$ cat config.mk
export PLATFORM = sky130hd
export DESIGN_NAME = tcw_ctrl
export DESIGN_NICKNAME = d
export VERILOG_FILES = /design/src/tcw_pkg.sv /design/src/tcw_ctrl.sv
export SDC_FILE = /design/constraint.sdc
export NUM_CORES = 1
export LEC_CHECK = 0
export BUFFER_PORTS_ARGS = -buffer_cell sky130_fd_sc_hd__buf_2
export CAP_MARGIN = 15
export CORE_MARGIN = 5
export CORE_UTILIZATION = 55
export DETAILED_ROUTE_END_ITERATION = 10
export GPL_TIMING_DRIVEN = 1
export HOLD_SLACK_MARGIN = 0.02
export PLACE_DENSITY_LB_ADDON = 0.25
export SETUP_SLACK_MARGIN = 0.4
export SYNTH_ARGS = -nofsm -noshare
export SYNTH_HDL_FRONTEND = slang
export SYNTH_SLANG_ARGS = --single-unit
export TNS_END_PERCENT = 1
$ cat constraint.sdc
create_clock -name clk_i -period 11.6 [get_ports clk_i]
set_clock_uncertainty 0.1 [all_clocks]
set_input_delay 1.74 -clock clk_i [delete_from_list [all_inputs] [get_ports clk_i]]
set_output_delay 1.74 -clock clk_i [all_outputs]
set_load 0.02 [all_outputs]
$ cat src/tcw_pkg.sv
// Shared types and constants for the text console writer.
package tcw_pkg;

  localparam logic [7:0]  CODE_NUL       = 8'h00;
  localparam logic [7:0]  CODE_NEWLINE   = 8'h0A;
  localparam logic [7:0]  CODE_BACKSPACE = 8'h08;
  localparam logic [7:0]  CODE_SPACE     = 8'h20;
  localparam logic [7:0]  RESET_ATTR     = 8'h0F;
  localparam logic [15:0] RESET_CELL     = {RESET_ATTR, CODE_SPACE};

  localparam logic KIND_PUT  = 1'b0;
  localparam logic KIND_READ = 1'b1;

  typedef enum logic [2:0] {
    ST_CLEAR,
    ST_IDLE,
    ST_EXEC,
    ST_SCROLL,
    ST_WAIT
  } tcw_state_e;

endpackage

$ cat src/tcw_ctrl.sv
// Sequencer: cursor, scroll offset, clearing pass and memory accesses.
module tcw_ctrl import tcw_pkg::*; #(
  parameter int COLUMNS = 80,
  parameter int ROWS    = 25,
  parameter int CELLS   = COLUMNS * ROWS,
  parameter int AW      = $clog2(CELLS),
  parameter int CW      = $clog2(COLUMNS),
  parameter int RW      = $clog2(ROWS)
) (
  input  logic          clk_i,
  input  logic          rst_ni,
  // input word
  input  logic          in_valid_i,
  output logic          in_stall_o,
  input  logic          kind_i,
  input  logic [7:0]    char_code_i,
  input  logic [AW-1:0] cell_index_i,
  input  logic [7:0]    attr_i,
  // result hand-off
  input  logic          out_free_i,
  output logic          res_load_o,
  output logic [15:0]   res_value_o,
  output logic [CW-1:0] res_col_o,
  output logic [RW-1:0] res_row_o,
  // memory
  output logic          mem_we_o,
  output logic [AW-1:0] mem_waddr_o,
  output logic [15:0]   mem_wdata_o,
  output logic          mem_re_o,
  output logic [AW-1:0] mem_raddr_o,
  input  logic [15:0]   mem_rdata_i
);

  localparam logic [AW:0]   CellsW   = (AW + 1)'(CELLS);
  localparam logic [AW-1:0] ColsA    = AW'(COLUMNS);
  localparam logic [AW-1:0] LastCell = AW'(CELLS - 1);
  localparam logic [AW-1:0] LastCntA = AW'(COLUMNS - 1);
  localparam logic [CW-1:0] LastCol  = CW'(COLUMNS - 1);
  localparam logic [RW-1:0] LastRow  = RW'(ROWS - 1);

  function automatic logic [AW-1:0] wrap_addr(input logic [AW:0] sum);
    logic [AW:0] res;
    res = (sum >= CellsW) ? (sum - CellsW) : sum;
    return res[AW-1:0];
  endfunction

  tcw_state_e    state_q, state_d;
  logic [AW-1:0] cnt_q, cnt_d;
  logic [AW-1:0] base_q, base_d;
  logic [CW-1:0] col_q, col_d;
  logic [RW-1:0] row_q, row_d;
  logic          kind_q;
  logic [7:0]    char_q;
  logic          oor_q;

  logic          accept;
  logic          is_nul, is_nl, is_bs;
  logic [CW-1:0] wr_col, nxt_col;
  logic [RW-1:0] wr_row, nxt_row;
  logic          do_write, do_scroll;
  logic [AW-1:0] wr_lin, wr_phys, rd_phys;
  logic          cell_oor;
  logic          sweep_last;

  assign accept = (state_q == ST_IDLE) && in_valid_i;
  assign is_nul = (char_q == CODE_NUL);
  assign is_nl  = (char_q == CODE_NEWLINE);
  assign is_bs  = (char_q == CODE_BACKSPACE);

  // cell hit by a put, and the cursor afterwards
  always_comb begin
    wr_col    = col_q;
    wr_row    = row_q;
    nxt_col   = col_q;
    nxt_row   = row_q;
    do_scroll = 1'b0;
    if (kind_q == KIND_PUT) begin
      priority if (is_nul) begin
        nxt_col = col_q;
      end else if (is_bs) begin
        priority if (col_q != '0) begin
          wr_col = col_q - CW'(1);
        end else if (row_q != '0) begin
          wr_col = LastCol;
          wr_row = row_q - RW'(1);
        end
        nxt_col = wr_col;
        nxt_row = wr_row;
      end else if (is_nl || (col_q == LastCol)) begin
        nxt_col = '0;
        if (row_q == LastRow) begin
          do_scroll = 1'b1;
        end else begin
          nxt_row = row_q + RW'(1);
        end
      end else begin
        nxt_col = col_q + CW'(1);
      end
    end
  end

  assign do_write = (kind_q == KIND_PUT) && !is_nul && !is_nl;
  assign wr_lin   = (AW'(wr_row) * ColsA) + AW'(wr_col);
  assign wr_phys  = wrap_addr({1'b0, wr_lin} + {1'b0, base_q});

  assign cell_oor = ({1'b0, cell_index_i} >= CellsW);
  assign rd_phys  = cell_oor ? '0 : wrap_addr({1'b0, cell_index_i} + {1'b0, base_q});

  assign sweep_last = (cnt_q == LastCntA);

  // next state
  always_comb begin
    state_d = state_q;
    unique case (state_q)
      ST_CLEAR: begin
        if (cnt_q == LastCell) state_d = ST_IDLE;
      end
      ST_IDLE: begin
        if (in_valid_i) state_d = ST_EXEC;
      end
      ST_EXEC: begin
        priority if (do_scroll) state_d = ST_SCROLL;
        else if (out_free_i)    state_d = ST_IDLE;
        else                    state_d = ST_WAIT;
      end
      ST_SCROLL: begin
        if (sweep_last) state_d = out_free_i ? ST_IDLE : ST_WAIT;
      end
      ST_WAIT: begin
        if (out_free_i) state_d = ST_IDLE;
      end
      default: state_d = ST_IDLE;
    endcase
  end

  // outputs
  always_comb begin
    in_stall_o  = 1'b1;
    mem_we_o    = 1'b0;
    mem_waddr_o = wr_phys;
    mem_wdata_o = {attr_i, is_bs ? CODE_SPACE : char_q};
    mem_re_o    = 1'b0;
    mem_raddr_o = rd_phys;
    res_load_o  = 1'b0;
    res_col_o   = col_q;
    res_row_o   = row_q;
    unique case (state_q)
      ST_CLEAR: begin
        mem_we_o    = 1'b1;
        mem_waddr_o = cnt_q;
        mem_wdata_o = RESET_CELL;
      end
      ST_IDLE: begin
        in_stall_o = 1'b0;
        mem_re_o   = in_valid_i;
      end
      ST_EXEC: begin
        mem_we_o   = do_write;
        res_load_o = !do_scroll && out_free_i;
        res_col_o  = nxt_col;
        res_row_o  = nxt_row;
      end
      ST_SCROLL: begin
        mem_we_o    = 1'b1;
        mem_waddr_o = base_q + cnt_q;
        mem_wdata_o = {attr_i, CODE_SPACE};
        res_load_o  = sweep_last && out_free_i;
      end
      ST_WAIT: begin
        res_load_o = out_free_i;
      end
      default: begin
        in_stall_o = 1'b1;
      end
    endcase
  end

  assign res_value_o = ((kind_q == KIND_READ) && !oor_q) ? mem_rdata_i : '0;

  // counter, cursor and scroll offset
  always_comb begin
    cnt_d  = cnt_q;
    col_d  = col_q;
    row_d  = row_q;
    base_d = base_q;
    unique case (state_q)
      ST_CLEAR:  cnt_d = cnt_q + AW'(1);
      ST_EXEC: begin
        cnt_d = '0;
        col_d = nxt_col;
        row_d = nxt_row;
      end
      ST_SCROLL: begin
        cnt_d = cnt_q + AW'(1);
        // old top row is now the blank bottom row
        if (sweep_last) base_d = wrap_addr({1'b0, base_q} + {1'b0, ColsA});
      end
      default: cnt_d = cnt_q;
    endcase
  end

  always_ff @(posedge clk_i or negedge rst_ni) begin
    if (!rst_ni) begin
      state_q <= ST_CLEAR;
      cnt_q   <= '0;
      col_q   <= '0;
      row_q   <= '0;
      base_q  <= '0;
    end else begin
      state_q <= state_d;
      cnt_q   <= cnt_d;
      col_q   <= col_d;
      row_q   <= row_d;
      base_q  <= base_d;
    end
  end

  always_ff @(posedge clk_i) begin
    if (accept) begin
      kind_q <= kind_i;
      char_q <= char_code_i;
      oor_q  <= cell_oor;
    end
  end

endmodule

; Word level (Yosys, flattened, before mapping)
; Index checks and enable logic that the tools add are counted.
[totals]
ff_bits = 47
word_cells = 106
output_inout_bits = 70
[classes]
n_eq_ne = 14
bitwise = 1
n_mux = 46
n_mul = 1
n_reduce_logical = 19
add_sub_neg = 13
magnitude_cmp = 4
[ops]
columns = op, count
row1 = $mux 7, 10
row2 = $mux 5, 11
row3 = $mux 11, 4
row4 = $pmux 11 s2, 2
row5 = $ge 12x11->1 const B, 3
row6 = $sub 11x11->11 const B, 3
row7 = $pmux 16 s2, 1
row8 = $add 11x11->12, 2
row9 = $mux 3, 6
row10 = $eq 8x4->1 const B, 2
row11 = $mux 16, 1
row12 = $pmux 3 s5, 1
row13 = $add 11x7->12 const B, 1
row14 = $add 11x1->11 const B, 1
row15 = $add 11x11->11, 1
row16 = $add 11x7->11, 1
row17 = $eq 11x11->1 const B, 1
row18 = $eq 11x7->1 const B, 1
row19 = $ge 11x11->1 const B, 1
row20 = $logic_not 8->1, 1
row21 = $mux 8, 1
row22 = $ne 2x2->1 const B, 4
row23 = $add 7x1->7 const B, 1
row24 = $eq 7x7->1 const B, 1
row25 = 22 further kinds, 37

; Logic depth before layout (Yosys ltp)
[depth]
depth_word = 12
mapped_depth = 26
ltp_nobuf = 25

; Worst setup path before layout
; OpenSTA, ideal clock, no wires.
[synth_timing]
path_type = register -> output
start = reg col_q[0]
end = out mem_waddr_o[9]
path_buffers = 1
path_stages_with_launch = 27
path_slack_ns = 3.959
t_required_ns = 9.760
arrival_time_ns = 5.801
path_cell_list = dfrtp_1 -> inv_1 -> ha_1 -> nor3b_2 -> and2_1 -> clkbuf_1 -> nand2_1 -> nand2_1 -> o31ai_1 -> a22oi_1 -> inv_1 -> ha_1 -> ha_1 -> fa_1 -> xnor2_1 -> or3b_2 -> xnor2_1 -> xnor2_1 -> ha_1 -> inv_1 -> or3_1 -> o211ai_1 -> nand4_1 -> a21oi_1 -> nand3_1 -> xor2_1 -> o21ai_0
[synth_via]
elab_chain_cells = 11
[synth_lines]
columns = element, line_no
row1 = from (decl), tcw_ctrl.sv:50  ; logic [CW-1:0] col_q, col_d;
row2 = from (signal assigned), tcw_ctrl.sv:212  ; col_q <= col_d;
row3 = $reduce_bool 7->1, tcw_ctrl.sv:81  ; priority if (col_q != '0) begin
row4 = $mux 5, tcw_ctrl.sv:81
row5 = $mux 5, tcw_ctrl.sv:80  ; end else if (is_bs) begin
row6 = $mux 5, tcw_ctrl.sv:78  ; priority if (is_nul) begin
row7 = $mux 5, tcw_ctrl.sv:77  ; if (kind_q == KIND_PUT) begin
row8 = $mul 5x3->7, tcw_ctrl.sv:103  ; assign wr_lin = (AW'(wr_row) * ColsA) + AW'(wr_col);
row9 = $add 11x7->11 *, tcw_ctrl.sv:103
row10 = $add 11x11->12 *, tcw_ctrl.sv:104  ; assign wr_phys = wrap_addr({1'b0, wr_lin} + {1'b0, base_q});
row11 = $sub 11x11->11 or $ge 12x11->1 (tied branches), tcw_ctrl.sv:43  ; res = (sum >= CellsW) ? (sum - CellsW) : sum;
row12 = $mux 11 *, tcw_ctrl.sv:43
row13 = $pmux 11 s2 *, tcw_ctrl.sv:147  ; unique case (state_q)
row14 = to (decl), tcw_ctrl.sv:27  ; output logic [AW-1:0] mem_waddr_o,
; Every way passes the cells marked *; elsewhere a longest branch is shown, timed or not.

; Worst setup path in the final report
[layout_timing]
start = reg col_q[0]
end = out mem_waddr_o[8]
; Same word-level chain as after synthesis.

==> results summary <==
The cell area power density is 143 mW/mm². The number of antenna diodes in the final layout is 0. The footprint of the multi-input gates is 0.00343 mm². Setup violations remaining at the end of the flow were counted as 0. At the pin with the least slew margin, the transition time is 0.806 ns. Headroom to the max-slew limit came out at 0.463.

The worst register-to-register path begins at cnt_q[1]$_DFFE_PN0P_. The final weighted congestion in routability-driven placement came out at 1.07. The worst min-delay path startpoint is cnt_q[0]$_DFFE_PN0P_.

The total standard cell area after synthesis came out at 0.00477 mm². Of all cell types, the one taking the most synthesized area is sky130_fd_sc_hd__dfrtp_1. The buffer levels on the longest clock path is 2. Across all layers, the routed design uses 4891 vias. The count of port buffers added during placement is 117. The library cell used most frequently in the layout, excluding fill and tap cells, is sky130_fd_sc_hd__buf_2. For this block, the routed nets add up to 13.2 mm of wire.

Of the total power, combinational logic draws 0.581. In this run the worst path has a maximum fanout of 9. In this run the critical register-to-register path is captured at base_q[8]$_DFFE_PN0P_. The kind of critical path is reg -> out. The kind of cell with the highest combined delay along the critical path is simple AND/OR/NAND/NOR gates. The final hold violation count came out at 0.

The share of the synthesized area in the top cell type is 0.173. The aggregate negative setup slack came out at 0 ns. The number of cells on the worst hold path is 1. Across every metal layer, demand over resource in global routing totals 0.244. The endpoint arrival time on the critical path is 6.75 ns. The internal power of the cells totals 0.000380 W. STA classifies the critical path startpoint as a flip-flop. The wire length of the first global-routing pass is 20.9 mm. The number of buffers and inverters on the critical path came out at 4. The floorplan die height came out at 103 µm. The slack of the worst reg-to-reg path is 8.55 ns. Setup repair after global routing left no endpoint under its margin. After clock tree synthesis, the setup repair step added 0 buffers. Sorting the synthesized cells by area gives the leading types as sky130_fd_sc_hd__dfrtp_1 (17%), sky130_fd_sc_hd__ha_1 (11%), sky130_fd_sc_hd__edfxtp_1 (6.3%). Clock-pin slew was measured on the worst setup and hold paths at 0.10 ns.

The root buffer selected by CTS is sky130_fd_sc_hd__clkbuf_8. Dividing the final minimum period by the clock period gives 0.740. The number of rows in the core area came out at 34. The flow ran to the end, and the final reports show no timing, DRC or antenna violations. The number of pins with negative max-slew slack in the final report came to 0. The effective utilization at floorplan is 0.555. The async set or reset register ratio after synthesis came out at 0.767. The length in cells of the worst reg-to-reg path is 9. The number of nets still failing antenna checks after routing came out at 0.

The area added between synthesis and finish is 15.4%. Counting distinct cell types in the post-synthesis netlist gives 71. Detailed placement ended at an HPWL of 10.5 mm.

The leakage power total came out at 2.66 nW. The number of cells in the finished layout apart from fillers is 818. After clock tree synthesis, the repair step resized 0 gates. The number of global-route vias before repair is 4509. Yosys mapped a number of flops with a built-in enable equal to 10.

The DRC marker count from the first detailed-route iteration came out at 287. Summed over all layers, the global routing overflow is 0. The count of placed standard cells including taps is 810. The final core utilization came out at 0.640.

The per-cell via count in the routed design is 5.98. The worst min-delay path class is reg -> reg. The core area is 0.00859 mm². The net count after synthesis is 702. The minimum hold slack is 0.433 ns. The total area of sequential cells is 0.00113 mm². The Yosys step of the flow raised 0 warnings. The TritonCTS clock tree is done.

The most repeated library cell on the critical path is sky130_fd_sc_hd__ha_1. For this run, the slowest stage of the critical path takes 0.49 ns. Dividing the detail-routed wire length by the instance count gives 16.2 µm.

The hold-fix buffer count after cts came out at 0. The total die area came out at 0.0106 mm². Across the run, the number of max-cap violations was 0. The count of H-tree levels built during CTS came out at 2. A synthesized cell averages 7.86 µm². Across the VDD grid, the largest voltage drop is 0.000146 V. The number of DRC violations after detailed routing is 0. The flop and latch count out of synthesis is 43. The gate count after technology mapping came out at 607. The share of final-layout standard cells stronger than drive strength 1 came out at 0.210.

The upper clock frequency limit came out at 0.116 GHz. The iteration count of the initial detailed-routing pass came out at 5. The number of primary I/O pins came out at 118. The category of the worst setup path capture point is a primary output. The flip-flop cell with the highest count after synthesis is sky130_fd_sc_hd__dfrtp_1. Entering global routing, the biggest net connects 34 pins. The final critical delay including setup and external delays came out at 8.59 ns. The switching share of power is 0.517. The clock insertion delay at the later pin of the skew report is 0.31 ns. For hold timing, the worst endpoint is cnt_q[0]$_DFFE_PN0P_. The width of the die came out at 103 µm. The TritonCTS sink count came out at 43. The number of nets in the layout came out at 804. The top cell types in the final layout, fill and taps aside, are sky130_fd_sc_hd__buf_2 (117), sky130_fd_sc_hd__nand2_1 (57), sky130_fd_sc_hd__o21ai_0 (51). The total CTS buffers is 5. Of the synthesized area, sequential elements account for 0.236. The share of total power dissipated in the clock network is 0.136. The number of antenna violations at the first check in global routing was 0. The completed layout was analyzed and its total power is 0.000788 W.

The fraction of power consumed by sequential logic is 0.282. The required time of the critical path is 9.76 ns. The net load switching power is 0.000407 W. The fill cell instance count of the final layout came out at 781. The slowest stage of the critical path belongs to the cell sky130_fd_sc_hd__or3b_2.
==> worst register-to-register path, stage by stage, from the launching register on <==
cell,delay (ns)
sky130_fd_sc_hd__dfrtp_1,0.40
sky130_fd_sc_hd__ha_1,0.21
sky130_fd_sc_hd__nand3_1,0.15
sky130_fd_sc_hd__or3_1,0.37
sky130_fd_sc_hd__or4_1,0.56
sky130_fd_sc_hd__nor2_1,0.54
sky130_fd_sc_hd__o21ai_0,0.27
sky130_fd_sc_hd__o21ai_0,0.22
sky130_fd_sc_hd__nand2_1,0.07
sky130_fd_sc_hd__o41ai_1,0.07
==> synthesized netlist by cell type, types with 3 or more instances <==
cell type,number
sky130_fd_sc_hd__nor3_1,15
sky130_fd_sc_hd__nand4_1,7
sky130_fd_sc_hd__nor2_1,49
sky130_fd_sc_hd__and3_1,12
sky130_fd_sc_hd__xnor2_1,22
sky130_fd_sc_hd__xor2_1,10
sky130_fd_sc_hd__or4_1,6
sky130_fd_sc_hd__mux2i_1,4
sky130_fd_sc_hd__a21o_1,9
sky130_fd_sc_hd__o211ai_1,10
sky130_fd_sc_hd__inv_1,29
sky130_fd_sc_hd__fa_1,5
sky130_fd_sc_hd__o41ai_1,3
sky130_fd_sc_hd__a22oi_1,6
sky130_fd_sc_hd__o21bai_1,3
sky130_fd_sc_hd__a21oi_1,38
sky130_fd_sc_hd__nand2b_1,4
sky130_fd_sc_hd__and2_1,28
sky130_fd_sc_hd__nand2_1,57
sky130_fd_sc_hd__o21ai_0,51
sky130_fd_sc_hd__dfrtp_1,33
sky130_fd_sc_hd__buf_2,3
sky130_fd_sc_hd__a31oi_1,6
sky130_fd_sc_hd__edfxtp_1,10
sky130_fd_sc_hd__o221ai_1,3
sky130_fd_sc_hd__ha_1,42
sky130_fd_sc_hd__o31ai_1,8
sky130_fd_sc_hd__nor2b_1,17
sky130_fd_sc_hd__clkbuf_1,21
sky130_fd_sc_hd__nor3b_1,3
sky130_fd_sc_hd__nand3_1,24
sky130_fd_sc_hd__nand3b_1,6
sky130_fd_sc_hd__or2_2,9
sky130_fd_sc_hd__or3_1,10
==> layer usage <==
| layer | global-route usage | vias up | part of all wire |
|---|---|---|---|
| li1 | - | 2401 | - |
| met1 | 0.319 | 2265 | 0.43 |
| met2 | 0.412 | 194 | 0.48 |
| met3 | 0.0379 | 31 | 0.068 |
| met4 | 0.0817 | 0 | 0.023 |
| met5 | 0 | - | 0 |
==> worst max-delay path by stage <==
| stage | depth (start not counted) | endpoint | from | slack, ns |
|---|---|---|---|---|
| 6_report | 26 | mem_waddr_o[8] | col_q[0]$_DFF_PN0_ | 3.01 |
| 5_1_grt | 26 | mem_waddr_o[6] | col_q[0]$_DFF_PN0_ | 2.57 |
| 4_1_cts | 26 | mem_waddr_o[8] | col_q[0]$_DFF_PN0_ | 3.06 |
| 3_5_place_dp | 25 | mem_waddr_o[8] | col_q[0]$_DFF_PN0_ | 3.42 |
| 3_3_place_gp | 25 | mem_waddr_o[8] | col_q[0]$_DFF_PN0_ | 3.63 |
| 2_1_floorplan | 26 | mem_waddr_o[9] | col_q[0]$_DFF_PN0_ | 3.96 |
==> stage by stage <==
stage	setup slack, ns	cell area (µm²)
final	3.01	5500
after global routing	2.57	5500
after CTS	3.06	5500
after detailed placement	3.42	5410
after global placement	3.63	5410
after floorplan	3.96	4770
==> final cells by class <==
cell class / count / area share
Multi-Input combinational cell: 510 / 0.623
Clock inverter: 3 / 0.00477
Sequential cell: 43 / 0.205
Inverter: 29 / 0.0198
Timing Repair Buffer: 120 / 0.111
Clock buffer: 5 / 0.0125
Tap cell: 108 / 0.0246
==> power groups by stage <==
stage                     combinational [W]  clock, W  sequential (W)
final                              0.000458  0.000107        0.000222
after global routing               0.000499  0.000116        0.000227
after CTS                          0.000456  0.000110        0.000222
after detailed placement           0.000454         0        0.000225
after global placement             0.000450         0        0.000224
after floorplan                    0.000327         0        0.000205
==> state kept, by name, indices dropped and copies added, names as in the netlist <==
name and flops:
oor_q 1, cnt_q 11, state_q 3, row_q 5, base_q 7, col_q 7
char_q 8, kind_q 1
==> cells by family (layout without fill, tap and decap cells) <==
kind of cell / after synthesis / after routing / synth area share
compound gates: 168 / 168 / 0.229
flops: 43 / 43 / 0.236
fa+ha+maj: 47 / 47 / 0.131
xor+xnor: 32 / 32 / 0.0588
simple gates: 258 / 258 / 0.289
mux: 5 / 5 / 0.0108
buf+inv: 54 / 157 / 0.0449
(Power assumes the default switching activity.)
